--- src/cfcc_ram.sv ---
// Generic simple dual-port RAM with one write port and a registered read port.
// No dependencies.
`default_nettype none

module cfcc_ram #(
  parameter int unsigned WIDTH = 16,
  parameter int unsigned DEPTH = 64
) (
  input  wire logic                     clk_i,
  input  wire logic                     we_i,
  input  wire logic [$clog2(DEPTH)-1:0] waddr_i,
  input  wire logic [WIDTH-1:0]         wdata_i,
  input  wire logic                     re_i,
  input  wire logic [$clog2(DEPTH)-1:0] raddr_i,
  output logic      [WIDTH-1:0]         rdata_o
);

  logic [WIDTH-1:0] mem_q [DEPTH];
  logic [WIDTH-1:0] rdata_q;

  always_ff @(posedge clk_i) begin
    if (we_i) begin
      mem_q[waddr_i] <= wdata_i;
    end
    if (re_i) begin
      rdata_q <= mem_q[raddr_i];
    end
  end

  assign rdata_o = rdata_q;

endmodule

`default_nettype wire

--- config.mk ---
export PLATFORM = sky130hd
export DESIGN_NAME = cfcc_ram
export DESIGN_NICKNAME = d
export VERILOG_FILES = /design/src/cfcc_ram.sv
export SDC_FILE = /design/constraint.sdc
export NUM_CORES = 1
export LEC_CHECK = 0
export BUFFER_PORTS_ARGS = -buffer_cell sky130_fd_sc_hd__buf_2
export CORE_MARGIN = 2
export CORE_UTILIZATION = 63
export CTS_BUF_LIST = sky130_fd_sc_hd__clkbuf_16
export DETAILED_ROUTE_END_ITERATION = 6
export PLACE_DENSITY = 0.8
export SLEW_MARGIN = 10
export SYNTH_ARGS = -nofsm -noshare
export SYNTH_HDL_FRONTEND = slang
export SYNTH_SLANG_ARGS = --single-unit
--- constraint.sdc ---
create_clock -name clk_i -period 3.33 [get_ports clk_i]
set_clock_uncertainty 0.1 [all_clocks]
set_input_delay 0.999 -clock clk_i [delete_from_list [all_inputs] [get_ports clk_i]]
set_output_delay 0.999 -clock clk_i [all_outputs]
set_load 0.005 [all_outputs]
## Word level (Yosys, flattened, before mapping)

Memory sizes are Yosys's and may differ from the RTL's. A register that Yosys moved wholly into a read port is not among the register bits.
Index checks and enable logic that the tools add are counted.
Widths: inputs -> output; s select.

- Multiplexer cells: 2

Operators by type and width:

| kind | number |
|---|---|
| $mux 1 | 2 |

- Register bits: 0
- Logic and storage cells: 3
- RAM bits: 1024
- Memories: 1

Memories:

| memory | depth | bits a word | read ports | clocked after memory_dff | wr ports | line | RTL |
|---|---|---|---|---|---|---|---|
| mem_q | 64 | 16 | 1 | 1 | 1 | 18 | `logic [WIDTH-1:0] mem_q [DEPTH];` |

## Logic depth before layout (Yosys ltp)

- Depth after elaboration: 2
- Depth in mapped cells: 10

## Worst setup path before layout

Ideal clock, no wire load.

- Kind: input-to-reg
- Start: in waddr_i[3]
- End: mem mem_q[48][0], enable pin
- Stages on the path: 4
- Data arrival time: 2.625 ns
- Slack: 0.196 ns
- Library setup time: 0.409 ns
- Path through: clkbuf_1 nor2b_1 nand4b_1 nor3_1

RTL lines:

| element | line | RTL |
|---|---|---|
| start: declaration | 11 | `input wire logic [$clog2(DEPTH)-1:0] waddr_i,` |
| end: declaration | 18 |  |

No word-level cell before the write port.

==> metrics <==
TritonCTS buffer count 96; logic gate share of total power 5.7%; MaxCap Viol Count 0; fraction of final layout cells sized beyond drive strength 1 30.3%; CP Launch Point raddr_i[1]; arrival time of the worst setup path roughly 3.3 ns; Setup crit end rdata_o[5]; register share of total power 55.0%; Slew @ Worst Pin just over 1 ns; endpoints failing hold 0; RSZ-0062 raised after global routing no; area delta synth->final 14.0%; Clock Pin Slew Worst Setup and Hold Paths 0.07 ns; R2R Path End rdata_o[9]; Post-Route WL between 100 and 150 mm; Post-Syn Area per Cell about 22 µm²; Pwr Total 26.5 mW; Placed Cells 2852; vias in the first global route 21000; post-synthesis sequential area ratio between 70% and 80%; Post-Syn Instances 1829; initial antenna violation count 11; cells along the critical path buf_6, buf_12, buf_12, mux4_2, mux2_2, nand2_1, nand4_1, and4_1; Clk pwr share between 30% and 40%; hpwl dp between 50 and 60 mm; Rel. slew slack ~32%; crit-path max FO between 40 and 50; HP Class primary input to register; Worst R2R Start mem_q[11][9]; final number of setup-violating endpoints 0; Port-buffer cells 46; I/O Pins 47; CTS tree done; GP Congestion between 0.8 and 0.9; Critical Path RT ~3.7 ns; final period demand of the worst path ~2.9 ns; slowest cell on the critical path mux4_2; drc violations 0; Slew Viols, Final 0; Worst Setup Path Type primary input to register; CTS root buffer clkbuf_16; vias per inst 6.83; gr usage total between 30% and 40%; die area between 60000 and 70000 µm²; Crit path top cell by count buf_12; setup bufs post-CTS 0; fin nets 2135; slowest stage delay, CP approximately 0.37 ns; outcome finished clean; via count ~21000; Final Non-Filler Cells 3031; Worst-Skew Late Latency 0.68 ns; R2R cell count 6; DR WL/cell 33.0 µm; Final period util slightly below 90%; Synthesized Nets 1860; Yosys warnings 0; Die Ht around 260 µm; Final Hold Slack ~0.60 ns; Post-DRT Antenna Nets 0; global-route wire length before repair between 100 and 150 mm; ys flop type edfxtp_1; CTS H-Tree Depth 3; DR pass1 iterations 6; ys async rst share 0%; FF-to-FF setup slack between 0.9 and 1 ns; CP Capture Type register; Pwr per Cell Area 577 nW/µm²; Max IR drop VDD 449 µV; fillcell total 3427; nature of the critical path startpoint primary input; Core Rows 92; top post-synthesis cells by area edfxtp_1 (78%), mux4_2 (12%), mux2i_1 (2.1%); largest net degree at the start of global routing 65; Die X ~260 µm; core footprint roughly 63000 µm²; CTS resizes 0; CTS max path bufs 3; EDFF count, synth approximately 1000; Net Sw Frac about a fifth; DP Area ~43000 µm²; Overflow after GRT 0; CTS sink count between 1000 and 1500; Mapped Area 40200 µm²; Synth area leader edfxtp_1; initial DRC count between 3000 and 4000; fin area approximately 46000 µm²; Starting Density 63.7%; Yosys reg bits between 1000 and 1500; CTS Hold Bufs 0; Lkg Pwr around 15 nW; Fmax 342 MHz; Distinct cells, synth between 40 and 50; Net Sw Power around 5.6 mW; setup TNS 0 ns; area fraction of the dominant cell type after synthesis approximately 78%; cell-internal power between 20 and 25 mW
sequential cells by signal, indices dropped and copies added, names as in the netlist:
signal	count
mem_q	1024
rdata_o	16
worst min path at each step:
stage | startpoint | endpoint | cells past startpoint
2_1_floorplan | mem_q[62][10] | rdata_o[10] | 5
3_3_place_gp | mem_q[62][12] | rdata_o[12] | 5
3_5_place_dp | mem_q[62][12] | rdata_o[12] | 5
4_1_cts | wdata_i[0] | mem_q[35][0] | 1
5_1_grt | wdata_i[11] | mem_q[18][11] | 1
6_report | wdata_i[0] | mem_q[35][0] | 1
Yosys cell counts, types with 12 or more instances:
cell / instances
nand4_1: 12
buf_6: 17
buf_4: 13
nand2_1: 59
edfxtp_1: 1040
nor2_1: 72
a22oi_1: 39
buf_2: 36
a21oi_1: 17
nor2b_1: 30
mux2_2: 27
mux4_2: 220
mux2i_1: 85
clkbuf_1: 24
a221oi_1: 16
nand3_1: 24
layer usage:
metal | vias up | track usage (%) | wire length [µm]
li1 | 8239 | - | -
met1 | 10600 | 41.4 | 34000
met2 | 1556 | 48.8 | 48600
met3 | 265 | 7.03 | 12400
met4 | 8 | 15.1 | 5040
met5 | - | 0 | 47
worst max-delay path: cells and delay by family:
family        cells  cell delay, ns
simple gates      3            0.79
buf+inv           3            0.74
mux               2            0.66
kinds of logic after synthesis:
logic type             after synthesis  share of synthesized area, %
AOI/OAI and AO/OA                  129                          2.40
muxes                              336                          15.5
DFF                               1040                          77.7
and+or+nand+nor                    220                          2.64
buffers and inverters              104                          1.82
layout by cell type, fill, tap and decap left out, drive strengths merged, types with 8 or more instances in the layout:
cell	synthesis	final
a211o	8	8
clkbuf	27	99
nand3	24	24
buf	77	280
mux4	224	224
mux2i	85	85
a31oi	8	8
o21ai	8	8
nand4	12	12
a221oi	16	16
nor2b	30	30
nor2	74	74
edfxtp	1040	1040
mux2	27	27
a211oi	8	8
nand2	60	60
a22oi	39	39
a21oi	17	17
a311oi	8	8
clkinv	0	39
inv	0	29
power by group through the flow:
stage,Combinational [mW],Clock [mW],Sequential (mW)
floorplan,0.751,0,14.8
global placement,1.42,0,14.8
detailed placement,1.46,0,14.8
CTS,1.49,10.5,14.6
global route,1.58,10.9,14.6
finish,1.52,10.4,14.6
layout make-up:
cell class                      count  area [µm²]  share of cell area [%]
Clock inverter                     75         503                    1.10
Multi-Input combinational cell    685        8250                    18.0
Tap cell                          846        1060                    2.31
Antenna cell                        6        15.0                  0.0328
Clock buffer                       98        2450                    5.35
Timing Repair Buffer              281        2320                    5.06
Sequential cell                  1040       31200                    68.1
through the flow:
stage | util, % | setup slack, ns
after floorplan | - | 0.196
after global placement | 67.9 | -0.180
after detailed placement | 67.9 | -0.197
after CTS | 72.6 | 0.493
after global routing | 72.6 | 0.371
final | 72.6 | 0.410
No activity file was read; power rests on OpenSTA's default activity.
